<file path="config.mk">
export PLATFORM = sky130hd
export DESIGN_NAME = lfu_page_replacement
export DESIGN_NICKNAME = d
export VERILOG_FILES = /design/src/rtl/core/lfu_pkg.sv /design/src/rtl/core/lfu_ctrl.sv /design/src/rtl/core/lfu_dp.sv /design/src/rtl/core/lfu_page_replacement.sv
export SDC_FILE = /design/constraint.sdc
export NUM_CORES = 1
export LEC_CHECK = 0
export BUFFER_PORTS_ARGS = -buffer_cell sky130_fd_sc_hd__buf_4
export CAP_MARGIN = 20
export CORE_MARGIN = 2
export CORE_UTILIZATION = 35
export DETAILED_ROUTE_END_ITERATION = 10
export PLACE_DENSITY = 0.58
export SLEW_MARGIN = 20
export SYNTH_ARGS = -nofsm -noshare
export SYNTH_HDL_FRONTEND = slang
export SYNTH_SLANG_ARGS = --single-unit
</file>
<file path="constraint.sdc">
create_clock -name clock -period 16.8 [get_ports clock]
set_input_delay 2.52 -clock clock [delete_from_list [all_inputs] [get_ports clock]]
set_output_delay 2.52 -clock clock [all_outputs]
set_load 0.02 [all_outputs]
</file>
<file path="src/rtl/core/lfu_pkg.sv">
// ----------------------------------------------------------------------------
// LFU page replacement package
// Sizes, constants and controller/datapath interface types.
// ----------------------------------------------------------------------------
package lfu_pkg;

   localparam int FRAMES     = 16;
   localparam int PAGE_BITS  = 16;
   localparam int COUNT_BITS = 16;
   localparam int FAULT_BITS = 32;
   localparam int CFG_BITS   = 5;

   localparam int SLOT_BITS = (FRAMES > 1) ? $clog2(FRAMES) : 1;
   localparam int RANK_BITS = SLOT_BITS;
   localparam int RES_BITS  = $clog2(FRAMES + 1);

   localparam logic [CFG_BITS-1:0]  CFG_RESET = CFG_BITS'(16);
   localparam logic [SLOT_BITS-1:0] LAST_IDX  = SLOT_BITS'(FRAMES - 1);

   typedef struct packed {
      logic                 load;
      logic                 scan_en;
      logic [SLOT_BITS-1:0] scan_idx;
      logic                 commit;
   } lfu_cmd_type;

   typedef struct packed {
      logic out_busy;
   } lfu_status_type;

endpackage

</file>
<file path="src/rtl/core/lfu_ctrl.sv">
// ----------------------------------------------------------------------------
// LFU controller
// Sequences accept, slot scan and commit for one reference at a time.
// ----------------------------------------------------------------------------
module lfu_ctrl (
   input  logic                    clock,
   input  logic                    reset,
   input  logic                    req_valid,
   output logic                    req_stall,
   input  lfu_pkg::lfu_status_type status,
   output lfu_pkg::lfu_cmd_type    cmd
);
   import lfu_pkg::*;

   typedef enum logic [1:0] {
      ST_IDLE,
      ST_SCAN,
      ST_COMMIT
   } state_type;

   state_type            state_ff;
   logic [SLOT_BITS-1:0] idx_ff;
   logic                 stall_ff;

   always_ff @(posedge clock) begin
      if (reset) begin
         state_ff <= ST_IDLE;
         idx_ff   <= '0;
         stall_ff <= 1'b0;
      end else begin
         unique case (state_ff)
            ST_IDLE: begin
               if (req_valid) begin
                  state_ff <= ST_SCAN;
                  idx_ff   <= '0;
                  stall_ff <= 1'b1;
               end
            end
            ST_SCAN: begin
               if (idx_ff == LAST_IDX) begin
                  state_ff <= ST_COMMIT;
               end else begin
                  idx_ff <= idx_ff + SLOT_BITS'(1);
               end
            end
            ST_COMMIT: begin
               // hold until the result register can take the new beat
               if (!status.out_busy) begin
                  state_ff <= ST_IDLE;
                  stall_ff <= 1'b0;
               end
            end
            default: begin
               state_ff <= ST_IDLE;
               stall_ff <= 1'b0;
            end
         endcase
      end
   end

   assign req_stall = stall_ff;

   always_comb begin
      cmd          = '0;
      cmd.scan_idx = idx_ff;
      cmd.load     = (state_ff == ST_IDLE) && req_valid;
      cmd.scan_en  = (state_ff == ST_SCAN);
      cmd.commit   = (state_ff == ST_COMMIT) && !status.out_busy;
   end

endmodule

</file>
<file path="src/rtl/core/lfu_dp.sv">
// ----------------------------------------------------------------------------
// LFU datapath
// Slot table, scan trackers, table update and result register.
// ----------------------------------------------------------------------------
module lfu_dp (
   input  logic                            clock,
   input  logic                            reset,
   input  lfu_pkg::lfu_cmd_type            cmd,
   output lfu_pkg::lfu_status_type         status,
   input  logic                            csr_wr,
   input  logic [lfu_pkg::CFG_BITS-1:0]    csr_data,
   input  logic [lfu_pkg::PAGE_BITS-1:0]   req_page_number,
   input  logic                            req_last_in_string,
   output logic                            rsp_valid,
   input  logic                            rsp_stall,
   output logic                            rsp_was_fault,
   output logic                            rsp_evicted_valid,
   output logic [lfu_pkg::PAGE_BITS-1:0]   rsp_evicted_page,
   output logic [lfu_pkg::FAULT_BITS-1:0]  rsp_fault_count
);
   import lfu_pkg::*;

   // slot table
   logic [FRAMES-1:0]     valid_ff, valid_in;
   logic [PAGE_BITS-1:0]  page_ff  [FRAMES];
   logic [COUNT_BITS-1:0] count_ff [FRAMES];
   logic [RANK_BITS-1:0]  rank_ff  [FRAMES];
   logic [RANK_BITS-1:0]  rank_in  [FRAMES];
   logic [RES_BITS-1:0]   resident_ff, resident_in;
   logic [FAULT_BITS-1:0] fault_total_ff, fault_total_in;
   logic [CFG_BITS-1:0]   frames_ff;

   // captured request
   logic [PAGE_BITS-1:0]  req_page_ff;
   logic                  req_last_ff;

   // scan trackers
   logic                  hit_found_ff;
   logic [SLOT_BITS-1:0]  hit_idx_ff;
   logic [COUNT_BITS-1:0] hit_count_ff;
   logic [RANK_BITS-1:0]  hit_rank_ff;
   logic                  best_have_ff;
   logic [SLOT_BITS-1:0]  best_idx_ff;
   logic [COUNT_BITS-1:0] best_count_ff;
   logic [RANK_BITS-1:0]  best_rank_ff;
   logic [PAGE_BITS-1:0]  best_page_ff;
   logic                  free_found_ff;
   logic [SLOT_BITS-1:0]  free_idx_ff;

   // result register
   logic                  out_valid_ff;
   logic                  out_fault_ff;
   logic                  out_ev_valid_ff;
   logic [PAGE_BITS-1:0]  out_ev_page_ff;
   logic [FAULT_BITS-1:0] out_count_ff;

   // scan read
   logic                  cur_valid;
   logic [PAGE_BITS-1:0]  cur_page;
   logic [COUNT_BITS-1:0] cur_count;
   logic [RANK_BITS-1:0]  cur_rank;
   logic                  cur_hit;
   logic                  cur_better;

   // commit decision
   logic [31:0]           cap_w;
   logic                  need_evict;
   logic                  age_all;
   logic [SLOT_BITS-1:0]  target_idx;
   logic [RANK_BITS-1:0]  limit_rank;
   logic [COUNT_BITS-1:0] target_count;
   logic                  was_fault;

   assign cur_valid = valid_ff[cmd.scan_idx];
   assign cur_page  = page_ff[cmd.scan_idx];
   assign cur_count = count_ff[cmd.scan_idx];
   assign cur_rank  = rank_ff[cmd.scan_idx];
   assign cur_hit   = cur_valid && (cur_page == req_page_ff);
   // lower count wins; on equal counts the older (larger rank) wins
   assign cur_better = cur_valid && (!best_have_ff || (cur_count < best_count_ff) ||
                       ((cur_count == best_count_ff) && (cur_rank > best_rank_ff)));

   always_comb begin
      cap_w = 32'(frames_ff);
      if (cap_w == 32'd0) begin
         cap_w = 32'd1;
      end else if (cap_w > 32'(FRAMES)) begin
         cap_w = 32'(FRAMES);
      end
   end

   assign was_fault  = !hit_found_ff;
   assign need_evict = was_fault && (32'(resident_ff) >= cap_w);
   assign age_all    = was_fault && !need_evict;
   assign limit_rank = hit_found_ff ? hit_rank_ff : best_rank_ff;

   always_comb begin
      if (hit_found_ff) begin
         target_idx = hit_idx_ff;
      end else if (need_evict) begin
         target_idx = best_idx_ff;
      end else begin
         target_idx = free_idx_ff;
      end
   end

   always_comb begin
      if (!hit_found_ff) begin
         target_count = COUNT_BITS'(1);
      end else if (&hit_count_ff) begin
         target_count = hit_count_ff;
      end else begin
         target_count = hit_count_ff + COUNT_BITS'(1);
      end
   end

   // Eviction then aging of all slots nets out to aging only the slots
   // younger than the victim, so hit and evict share one limit.
   always_comb begin
      for (int i = 0; i < FRAMES; i++) begin
         rank_in[i] = rank_ff[i];
         if (SLOT_BITS'(i) == target_idx) begin
            rank_in[i] = '0;
         end else if (valid_ff[i] && (age_all || (rank_ff[i] < limit_rank))) begin
            rank_in[i] = rank_ff[i] + RANK_BITS'(1);
         end
      end
   end

   always_comb begin
      valid_in       = valid_ff;
      resident_in    = resident_ff;
      fault_total_in = fault_total_ff;
      valid_in[target_idx] = 1'b1;
      if (age_all) begin
         resident_in = resident_ff + RES_BITS'(1);
      end
      if (was_fault && !(&fault_total_ff)) begin
         fault_total_in = fault_total_ff + FAULT_BITS'(1);
      end
   end

   always_ff @(posedge clock) begin
      if (reset) begin
         valid_ff       <= '0;
         resident_ff    <= '0;
         fault_total_ff <= '0;
         frames_ff      <= CFG_RESET;
         hit_found_ff   <= 1'b0;
         best_have_ff   <= 1'b0;
         free_found_ff  <= 1'b0;
         out_valid_ff   <= 1'b0;
      end else begin
         if (csr_wr) begin
            frames_ff <= csr_data;
         end

         if (cmd.load) begin
            hit_found_ff  <= 1'b0;
            best_have_ff  <= 1'b0;
            free_found_ff <= 1'b0;
         end else if (cmd.scan_en) begin
            if (cur_hit && !hit_found_ff) begin
               hit_found_ff <= 1'b1;
            end
            if (cur_better) begin
               best_have_ff <= 1'b1;
            end
            if (!cur_valid && !free_found_ff) begin
               free_found_ff <= 1'b1;
            end
         end

         if (cmd.commit) begin
            out_valid_ff <= 1'b1;
            if (req_last_ff) begin
               // end of string: table and fault total start over
               valid_ff       <= '0;
               resident_ff    <= '0;
               fault_total_ff <= '0;
            end else begin
               valid_ff       <= valid_in;
               resident_ff    <= resident_in;
               fault_total_ff <= fault_total_in;
            end
         end else if (out_valid_ff && !rsp_stall) begin
            out_valid_ff <= 1'b0;
         end
      end
   end

   always_ff @(posedge clock) begin
      if (cmd.load) begin
         req_page_ff <= req_page_number;
         req_last_ff <= req_last_in_string;
      end

      if (cmd.scan_en) begin
         if (cur_hit && !hit_found_ff) begin
            hit_idx_ff   <= cmd.scan_idx;
            hit_count_ff <= cur_count;
            hit_rank_ff  <= cur_rank;
         end
         if (cur_better) begin
            best_idx_ff   <= cmd.scan_idx;
            best_count_ff <= cur_count;
            best_rank_ff  <= cur_rank;
            best_page_ff  <= cur_page;
         end
         if (!cur_valid && !free_found_ff) begin
            free_idx_ff <= cmd.scan_idx;
         end
      end

      if (cmd.commit) begin
         page_ff[target_idx]  <= req_page_ff;
         count_ff[target_idx] <= target_count;
         for (int i = 0; i < FRAMES; i++) begin
            rank_ff[i] <= rank_in[i];
         end
         out_fault_ff    <= was_fault;
         out_ev_valid_ff <= need_evict;
         out_ev_page_ff  <= need_evict ? best_page_ff : '0;
         out_count_ff    <= fault_total_in;
      end
   end

   assign status.out_busy   = out_valid_ff && rsp_stall;
   assign rsp_valid         = out_valid_ff;
   assign rsp_was_fault     = out_fault_ff;
   assign rsp_evicted_valid = out_ev_valid_ff;
   assign rsp_evicted_page  = out_ev_page_ff;
   assign rsp_fault_count   = out_count_ff;

endmodule

</file>
<file path="src/rtl/core/lfu_page_replacement.sv">
// ----------------------------------------------------------------------------
// LFU page replacement
// Least-frequently-used page table with least-recently-used tie-break.
// ----------------------------------------------------------------------------
// Per page reference, the controller accepts the beat, then walks all 16
// frames of the slot table through a single read port, doing the tag match
// and the lowest-count/oldest victim search together, and then updates the
// table and loads the result register. The result register lets the next
// reference be accepted while a result still waits; that reference's update
// holds until the waiting result is taken. The frame-count register accepts a
// write in every cycle and should only be written while the block is idle.
module lfu_page_replacement (
   input  logic                            clock,
   input  logic                            reset,
   input  logic                            csr_valid,
   output logic                            csr_ready,
   input  logic [lfu_pkg::CFG_BITS-1:0]    csr_frames_in_use,
   input  logic                            req_valid,
   output logic                            req_stall,
   input  logic [lfu_pkg::PAGE_BITS-1:0]   req_page_number,
   input  logic                            req_last_in_string,
   output logic                            rsp_valid,
   input  logic                            rsp_stall,
   output logic                            rsp_was_fault,
   output logic                            rsp_evicted_valid,
   output logic [lfu_pkg::PAGE_BITS-1:0]   rsp_evicted_page,
   output logic [lfu_pkg::FAULT_BITS-1:0]  rsp_fault_count
);
   import lfu_pkg::*;

   lfu_cmd_type    cmd;
   lfu_status_type status;

   assign csr_ready = 1'b1;

   lfu_ctrl u_ctrl (
      .clock     (clock),
      .reset     (reset),
      .req_valid (req_valid),
      .req_stall (req_stall),
      .status    (status),
      .cmd       (cmd)
   );

   lfu_dp u_dp (
      .clock              (clock),
      .reset              (reset),
      .cmd                (cmd),
      .status             (status),
      .csr_wr             (csr_valid && csr_ready),
      .csr_data           (csr_frames_in_use),
      .req_page_number    (req_page_number),
      .req_last_in_string (req_last_in_string),
      .rsp_valid          (rsp_valid),
      .rsp_stall          (rsp_stall),
      .rsp_was_fault      (rsp_was_fault),
      .rsp_evicted_valid  (rsp_evicted_valid),
      .rsp_evicted_page   (rsp_evicted_page),
      .rsp_fault_count    (rsp_fault_count)
   );

endmodule

</file>
[Word level (Yosys, flattened, before mapping)]
Memories as Yosys holds them, arrays and structs flattened. A register that Yosys moved wholly into a read port is not among the register bits.
Cells that the tools add are included.
Widths: inputs -> output; s select.
Cells by class
  add/subtract/negate cells: 20
  $lt $le $gt $ge: 23
  equality and inequality tests: 24
  multiplexer cells: 68
  bitwise logic cells: 2
  reductions and logical operators: 71
Operators by type and width (number)
  $mux 4: 43
  $mux 32: 3
  $add 4x1->4 const B: 17
  $lt 4x4->1: 16
  $mux 16: 3
  $add 32x1->32 const B: 1
  $eq 16x16->1: 2
  $eq 4x4->1 const A: 8
  $ge 5x32->1: 1
  $reduce_and 32->1: 1
  $logic_and 1x1->1: 29
  $logic_or 1x1->1: 18
  $add 16x1->16 const B: 1
  $eq 3x4->1 const A: 4
  $lt 16x16->1: 1
  $or 16x16->16: 1
  $reduce_and 16->1: 1
  $mux 5: 3
  $lt 4x5->1 const B: 2
  $reduce_and 3->1: 3
  $eq 2x4->1 const A: 2
  $logic_not 1->1: 8
  $mux 1: 8
  $pmux 4 s2: 1
  22 further kinds: 31
Word-level totals
  bits in registers: 204
  memory bits (writable): 576
  input port bits: 27
  output and inout port bits: 53
  logic and storage cells: 236
  memories: 3
Memory list
  u_dp.count_ff: depth 16, width 16, read ports 1, clocked after memory_dff 1, write ports 1, RTL line lfu_dp.sv:26  | logic [COUNT_BITS-1:0] count_ff [FRAMES];
  u_dp.page_ff: depth 16, width 16, read ports 1, clocked after memory_dff 1, write ports 1, RTL line lfu_dp.sv:25  | logic [PAGE_BITS-1:0] page_ff [FRAMES];
  u_dp.rank_ff: depth 16, width 4, read ports 17, clocked after memory_dff 1, write ports 16, RTL line lfu_dp.sv:27  | logic [RANK_BITS-1:0] rank_ff [FRAMES];

[Depth between registers and ports, before layout]
Gate-level depths: netlist (run 1).
  depth after elaboration: 13
  mapped depth: 17
  mapped depth without buffers: 12

[Cells and area by module]
A second synthesis (run 1) with hierarchy kept.
Second synthesis, totals
  cell total of the unflattened synthesis: 1960
  area, all modules: 33415.8 um2
By module, submodules not included
  lfu_dp: instances 1, cells an instance 1921, area an instance 33054.2 um2, sequential area each 22591.7 um2
  lfu_ctrl: instances 1, cells an instance 37, area an instance 350.3 um2, sequential area each 140.1 um2
  lfu_page_replacement: instances 1, cells an instance 2, area an instance 11.3 um2, sequential area each 0.0 um2

[Worst setup path after synthesis (run 1)]
Ideal clock, no wire load.
  kind: register to register
  start: reg with a tool-made name
  end: reg u_dp.best_count_ff[0] (enable)
  library setup time: 0.462 ns
  arrival time: 6.118 ns
  data required time: 16.338 ns
  setup slack: 10.220 ns
  stages on the path, launching flop included: 17
  path buffers: 5
  period minus slack after synthesis: 6.580 ns
  cell sequence: dfxtp_1 > buf_2 > buf_2 > buf_2 > buf_2 > buf_2 > mux4_2 > mux4_2 > ha_1 > a21o_1 > a21o_1 > a21oi_1 > o21ai_0 > a21o_1 > a21oi_1 > o21ai_0 > a31oi_1
RTL lines
  end signal, assigned: RTL line lfu_dp.sv:206  | best_count_ff <= cur_count;
  end, declared: RTL line lfu_dp.sv:44  | logic [COUNT_BITS-1:0] best_count_ff;

==> results of run 1 <==
-- synthesized netlist by cell type, drive strengths merged, types with 2 or more instances --
cell / instances / share of area, %
edfxtp: 711 / 64
mux4: 169 / 11
nor2: 137 / 1.5
ha: 93 / 3.5
a21oi: 85 / 1.3
o21ai: 74 / 1.1
dfxtp: 73 / 4.4
nand2: 60 / 0.67
o21a: 59 / 1.3
xnor2: 54 / 1.4
clkbuf: 52 / 0.58
xor2: 45 / 1.2
buf: 42 / 0.67
mux2i: 36 / 1.1
nand3: 36 / 0.54
inv: 35 / 0.39
and2: 29 / 0.54
nor2b: 28 / 0.52
nand2b: 24 / 0.45
or3: 23 / 0.43
nor3: 21 / 0.31
and3: 18 / 0.34
nand4: 18 / 0.34
a22oi: 16 / 0.36
a31oi: 15 / 0.28
mux2: 8 / 0.27
and4: 7 / 0.18
a21o: 6 / 0.13
o2111ai: 6 / 0.16
a211oi: 4 / 0.090
o311ai: 4 / 0.10
or2: 4 / 0.075
a221o: 3 / 0.090
a22o: 3 / 0.078
nand3b: 3 / 0.067
nor4: 3 / 0.12
o211ai: 3 / 0.067
a311oi: 2 / 0.052
nor3b: 2 / 0.045
-- path summary, 6_finish.rpt --
| check | startpoint | end | cells after the start |
|---|---|---|---|
| max | flip-flop | u_dp.best_page_ff[1] | 10 |
| min | u_dp.free_found_ff | u_dp.free_found_ff | 2 |
| max reg2reg | flip-flop | u_dp.best_page_ff[1] | 10 |
| min reg2reg | u_dp.free_found_ff | u_dp.free_found_ff | 2 |
-- layer usage --
layer	routed length, microns	up-vias	GRT usage, %
li1	-	8181	-
met1	36000	9637	22.7
met2	38400	518	26.2
met3	4110	121	2.71
met4	1950	0	4.52
met5	0	-	0
-- power by group --
group / leakage (nW) / total, W / switching (W) / internal (W)
Clock: 1.26 / 0.00175 / 0.000744 / 0.00101
Sequential: 7.45 / 0.00213 / 0.0000159 / 0.00211
Combinational: 4.11 / 0.0000975 / 0.0000567 / 0.0000408
-- stage by stage --
step	power, W	worst slack [ns]	std cells
floorplan	0.00223	10.22	2022
global placement	0.00227	11.11	3311
detailed placement	0.00227	10.99	3311
CTS	0.00402	11.00	3459
global route	0.00410	10.78	3460
finish	0.00398	11.08	3460
-- area by class of cell --
cell class | count | area, sq um | area share (%)
Clock buffer | 108 | 2210 | 5.77
Timing Repair Buffer | 119 | 906 | 2.36
Multi-Input combinational cell | 1109 | 10300 | 26.9
Tap cell | 1265 | 1580 | 4.13
Inverter | 35 | 133 | 0.346
Sequential cell | 784 | 22800 | 59.6
Clock inverter | 40 | 365 | 0.954
-- flip-flops by register name, summed over array words and instances, names as in the netlist, 5 cells and up, named ones only --
signal / cells
u_dp.count_ff: 256
u_dp.page_ff: 256
u_dp.rank_ff: 64
u_dp.fault_total_ff: 32
u_dp.rsp_fault_count: 32
u_dp.best_count_ff: 16
u_dp.best_page_ff: 16
u_dp.hit_count_ff: 16
u_dp.req_page_ff: 16
u_dp.rsp_evicted_page: 16
u_dp.valid_ff: 16
u_dp.frames_ff: 5
u_dp.resident_ff: 5
-- layout by cell type, fill, tap and decap left out, types with 18 or more instances in the layout --
| cell type | Yosys | layout |
|---|---|---|
| and3_1 | 18 | 18 |
| nand3_1 | 36 | 35 |
| mux2i_1 | 36 | 36 |
| nor2_1 | 137 | 134 |
| o21ai_0 | 72 | 72 |
| ha_1 | 93 | 93 |
| a21oi_1 | 85 | 81 |
| nand2b_1 | 24 | 24 |
| edfxtp_1 | 711 | 711 |
| nand2_1 | 60 | 60 |
| and2_1 | 29 | 29 |
| buf_4 | 6 | 118 |
| nor2b_1 | 28 | 28 |
| inv_1 | 35 | 33 |
| dfxtp_1 | 73 | 69 |
| clkbuf_1 | 52 | 22 |
| o21a_1 | 59 | 59 |
| clkinv_2 | 0 | 18 |
| xnor2_1 | 54 | 54 |
| xor2_1 | 45 | 45 |
| mux4_2 | 169 | 169 |
| nand4_1 | 18 | 18 |
| clkbuf_16 | 0 | 84 |
| or3_1 | 23 | 23 |
-- cell families (layout without fill, tap and decap cells) --
logic type	Yosys count	in the layout	share of synthesized area, %
other	1	1	0.0112
and+or+nand+nor	415	415	6.21
muxes	213	213	12.7
DFF	784	784	68.1
AOI/OAI and AO/OA	288	288	5.32
buffers and inverters	129	302	1.65
adders and majority gates	93	93	3.47
xor gates and xnor gates	99	99	2.59
-- critical path, stage by stage (launching register included) --
cell	delay (ns)
dfxtp_4	0.81
buf_4	0.87
buf_4	0.88
mux4_2	0.41
mux4_2	0.51
ha_1	0.33
a21o_1	0.16
a21oi_1	0.18
o21ai_0	0.19
a31oi_4	0.42
buf_4	0.54
==> metrics.md, run 1 <==
| Metric | Value |
|---|---|
| Synthesized area per cell | `approximately 17 sq um` |
| Row count | `around 110` |
| Setup TNS | `0 ns` |
| Ys Warns | `0` |
| RSZ-0062 raised after global routing | `no` |
| First-pass GRT wire length | `~120000 microns` |
| Startpoint Class | `flip-flop` |
| Number of port buffers | `78` |
| H-tree levels | `3` |
| Yosys reg bits | `around 780` |
| Outcome | `completed` |
| Hold Slack | `slightly below 0.5 ns` |
| Part of the cycle the worst path needs | `between 30 and 40%` |
| GRT Total Usage | `16.2%` |
| # nets final | `2250` |
| Num CTS Buffers | `81` |
| Area Overhead vs Synth | `14.3%` |
| Post_cts resized | `0` |
| Die area | `around 98000 sq um` |
| Slew @ Worst Pin | `0.982 ns` |
| Post-CTS setup buffers | `0` |
| Post-synthesis cell area | `about 34000 sq um` |
| HPWL after DPL | `46000 microns` |
| Mapped Cells | `2022` |
| Longest Clk Path Bufs | `3` |
| ANT cells | `0` |
| Die Ht | `around 310 microns` |
| Initial antenna violation count | `0` |
| Detail Route Antenna Nets | `0` |
| Worst EP required | `17.06 ns` |
| Via Count | `roughly 18000` |
| Routed WL | `between 80000 and 90000 microns` |
| Remaining global-route overflow | `0` |
| Synth unique cells | `57` |
| Ys async rst share | `0%` |
| Final Hold Vio Count | `0` |
| DRC errors left | `0` |
| Leak | `about 13 nW` |
| Drt first pass iters | `5` |
| Initial Util | `about a third` |
| Crit. End Element | `flip-flop` |
| CP max FO | `58` |
| Filler instances | `8643` |
| EDFF count, synth | `approximately 700` |
| CTS root buf | `clkbuf_16` |
| CTS sink cnt | `around 800` |
| Final Critical Period | `about 5.7 ns` |
| CTS tree | `yes` |
| Hold crit path type | `flip-flop to flip-flop` |
| Final instance area | `roughly 38000 sq um` |
| Share of the core filled with cells | `40.3%` |
| Worst clock skew | `about 0.038 ns` |
| Gpl congestion | `around 0.8` |
| Die W | `313 microns` |
| Top FF cell, synth | `edfxtp_1` |
| Vias/cell | `approximately 5.3` |
| Critical path class | `flip-flop to flip-flop` |
| Vias in the first global route | `18946` |
| Number of DRC markers in iteration 0 | `~1700` |
| Fmax | `roughly 170 MHz` |
| Fin. max-slew vios | `0` |
| CP arrival | `around 6.0 ns` |
| Pwr dens | `104 nW/um^2` |
| Seq/Total Area, Yosys | `approximately two thirds` |
| Share of post-route cells with drive strength above 1 | `between 20% and 30%` |
| Core area | `around 95000 sq um` |
| Max IR drop VDD | `0.0614 mV` |
| Post-CTS Hold Fix Bufs | `0` |
| Relative slew slack | `34.3%` |
| Finish-stage setup viols | `0` |
| Pin count of the biggest net entering global routing | `110` |
| Placed cell areas | `approximately 36000 sq um` |
| # IOs | `80` |
| Reg2reg setup slack | `roughly 11 ns` |
| Drt wl/cell | `about 23 microns` |
| CTS clk-pin slew, worst paths | `0.06 ns` |
| Post-Syn Nets | `2142` |
| Worst-Skew Late Latency | `around 0.63 ns` |
| Max Cap Viol | `0` |
No activity file was read; power rests on OpenSTA's default activity.
==> inputs of run 2 (changes only) <==
--- a/config.mk
+++ b/config.mk
@@ -10,7 +10,7 @@
 export CORE_MARGIN = 2
 export CORE_UTILIZATION = 35
 export DETAILED_ROUTE_END_ITERATION = 10
-export PLACE_DENSITY = 0.58
+export PLACE_DENSITY = 0.59
 export SLEW_MARGIN = 20
 export SYNTH_ARGS = -nofsm -noshare
 export SYNTH_HDL_FRONTEND = slang
==> constraint.sdc (replaced) <==
create_clock -name clock -period 4.7 [get_ports clock]
set_input_delay 0.705 -clock clock [delete_from_list [all_inputs] [get_ports clock]]
set_output_delay 0.705 -clock clock [all_outputs]
set_load 0.02 [all_outputs]
==> run 2 against run 1 <==
  * Sequential power grew to 3.6 times the previous value
  * Final area is 1.3% higher
  * Clock skew decreased by 0.010 ns
  * Die area stayed put
  * Largest cell class unchanged
  * Largest power group unchanged
  * Highest routed layer unchanged
==> metrics.md, run 2 (same netlist as run 1, synthesis figures left out) <==
| Metric | Value |
|---|---|
| Outcome | `completed` |
| Detail Route Antenna Nets | `0 (unchanged)` |
| GRT Total Usage | `16.3% (+0.11 points)` |
| CTS tree | `yes` |
| Biggest regs | `u_dp.count_ff x256, u_dp.page_ff x256, u_dp.rank_ff x64` |
| Placed cell areas | `36200 sq um (+1.3%)` |
| Worst EP required | `5.01 ns (-12.05 ns)` |
| Post-CTS setup buffers | `0 (unchanged)` |
| Leak | `13.2 nW (+2.6%)` |
| Die W | `313 microns (unchanged)` |
| Setup TNS | `0 ns (unchanged)` |
| Filler instances | `8518 (-1.4%)` |
| Crit. End Element | `flip-flop` |
| Most frequent cells in the layout | `711 x edfxtp_1, 169 x mux4_2, 133 x nor2_1` |
| CTS sink cnt | `784 (unchanged)` |
| Commonest non-fill, non-tap cell in the layout | `edfxtp_1` |
| ANT cells | `0 (unchanged)` |
| Slowest cell on the critical path | `dfxtp_4` |
| Finish-stage setup viols | `0 (unchanged)` |
| Initial Util | `35.3% (unchanged)` |
| Gpl congestion | `0.814 (-0.12%)` |
| Worst-Skew Late Latency | `0.63 ns (about the same)` |
| RSZ-0062 raised after global routing | `no` |
| Pin count of the biggest net entering global routing | `53 (-52%)` |
| CTS root buf | `clkbuf_16` |
| Pwr dens | `369 nW/um^2 (+260%)` |
| Via Count | `18595 (+0.75%)` |
| Number of DRC markers in iteration 0 | `1738 (-0.46%)` |
| Post-CTS Hold Fix Bufs | `0 (unchanged)` |
| Core area | `95000 sq um (unchanged)` |
| Final Hold Vio Count | `0 (unchanged)` |
| Area of the multi-input gates | `10300 sq um (+0.56%)` |
| Storage cell area | `22800 sq um (unchanged)` |
| Final Critical Period | `4.20 ns (-1.52 ns)` |
| Drt wl/cell | `23.1 microns (-0.67%)` |
| Num CTS Buffers | `79 (-2.5%)` |
| CTS clk-pin slew, worst paths | `0.06 ns (about the same)` |
| Vias in the first global route | `19078 (+0.70%)` |
| # nets final | `2268 (+0.80%)` |
| Initial antenna violation count | `1 (+1)` |
| Longest Clk Path Bufs | `3 (unchanged)` |
| Routed WL | `80400 microns (-0.12%)` |
| Die area | `98300 sq um (unchanged)` |
| Max Cap Viol | `0 (unchanged)` |
| Remaining global-route overflow | `0 (unchanged)` |
| Relative slew slack | `30.3% (-4.0 points)` |
| DRC errors left | `0 (unchanged)` |
| Startpoint Class | `flip-flop` |
| Final Power | `0.0143 W (+260%)` |
| CP arrival | `4.51 ns (-1.47 ns)` |
| H-tree levels | `3 (unchanged)` |
| Row count | `113 (unchanged)` |
| CP max FO | `32 (-45%)` |
| Post_cts resized | `0 (unchanged)` |
| Slowest stage delay, CP | `0.69 ns (-0.19 ns)` |
| Crit-path most repeated cell | `a21o_1` |
| Drt first pass iters | `5 (unchanged)` |
| Share of post-route cells with drive strength above 1 | `21.0% (+0.77 points)` |
| # IOs | `80 (unchanged)` |
| Slew @ Worst Pin | `1.04 ns (+0.0598 ns)` |
| Hold crit path type | `primary input to flip-flop` |
| First-pass GRT wire length | `121000 microns (+0.65%)` |
| Part of the cycle the worst path needs | `89.3% (+55 points)` |
| Worst clock skew | `0.0280 ns (-0.0100 ns)` |
| Placed Cells incl. Taps | `3332 (+0.63%)` |
| Share of the core filled with cells | `40.8% (+0.53 points)` |
| Die Ht | `313 microns (unchanged)` |
| Max IR drop VDD | `0.214 mV (+250%)` |
| Vias/cell | `5.34 (+0.20%)` |
| Critical path class | `flip-flop to flip-flop` |
| Final instance area | `38800 sq um (+1.3%)` |
| HPWL after DPL | `47900 microns (+4.0%)` |
| Fmax | `238 MHz (+36%)` |
| Area Overhead vs Synth | `15.8%` |
| Layout Cells excl Fill | `3479 (+0.55%)` |
| Number of port buffers | `78 (unchanged)` |
| Fin. max-slew vios | `0 (unchanged)` |
| Cell Chain, Critical Path | `mux4_2 -> mux4_2 -> ha_1 -> a21o_1 -> a21o_1 -> a21oi_1 -> o21ai_0 -> a21o_1 -> a21oi_1 -> o21ai_0 -> a31oi_4 -> buf_12` |
## run 2: cell count changes in the layout (fill, tap and decap cells not counted), moves of 2 or more
cell / before / now
clkinv_4: 0 / 2
clkbuf_16: 84 / 82
clkbuf_1: 22 / 16
bufinv_16: 5 / 8
a21oi_1: 81 / 83
buf_12: 1 / 21
clkinv_1: 13 / 16
nor3_4: 0 / 10
a21oi_2: 4 / 2
clkinv_2: 18 / 16
nor3_2: 13 / 3
## run 2: layout make-up
class / instances / share of cell area [%]
flip-flops and latches: 784 / 58.8
multi-input cells: 1109 / 26.7
clock buffers: 99 / 5.48
well taps: 1265 / 4.08
repair buffers: 139 / 3.37
clock inverters: 48 / 1.27
inverters: 35 / 0.342
## run 2: power by group
group	switching, W	internal (W)	leakage (nW)	total (W)
clock	0.00268	0.00368	1.28	0.00635
sequential	0.0000603	0.00756	7.52	0.00762
combinational	0.000208	0.000157	4.35	0.000364
total	0.00294	0.0114	13.2	0.0143
## run 2: critical path: cells and delay by family, from the launching register on
kind	cells	cell delay [ns]
compound gates	8	1.43
mux	2	1.10
buf+inv	1	0.25
fa+ha+maj	1	0.34
flops	1	0.69
## run 2: stage by stage
step	hold slack [ns]	setup slack, ns
after detailed placement	0.475	0.405
after CTS	0.205	0.400
after floorplan	0.442	-0.361
final	0.244	0.502
after global placement	0.459	0.516
after global routing	0.211	0.259
## run 2: routing by layer
layer | up-vias | track usage [%] | routed length (microns)
li1 | 8227 | - | -
met1 | 9615 | 22.9 | 35200
met2 | 622 | 25.9 | 38000
met3 | 131 | 3.05 | 4970
met4 | 0 | 5.09 | 2240
met5 | - | 0 | 0
## run 2: final timing paths
path	start	endpoint	slack [ns]	depth (start not counted)
max	flip-flop	u_dp.best_page_ff[4]	0.50	12
min	req_page_number[10]	u_dp.req_page_ff[10]	0.24	1
max reg2reg	flip-flop	u_dp.best_page_ff[4]	0.50	12
min reg2reg	u_dp.free_found_ff	u_dp.free_found_ff	0.49	2
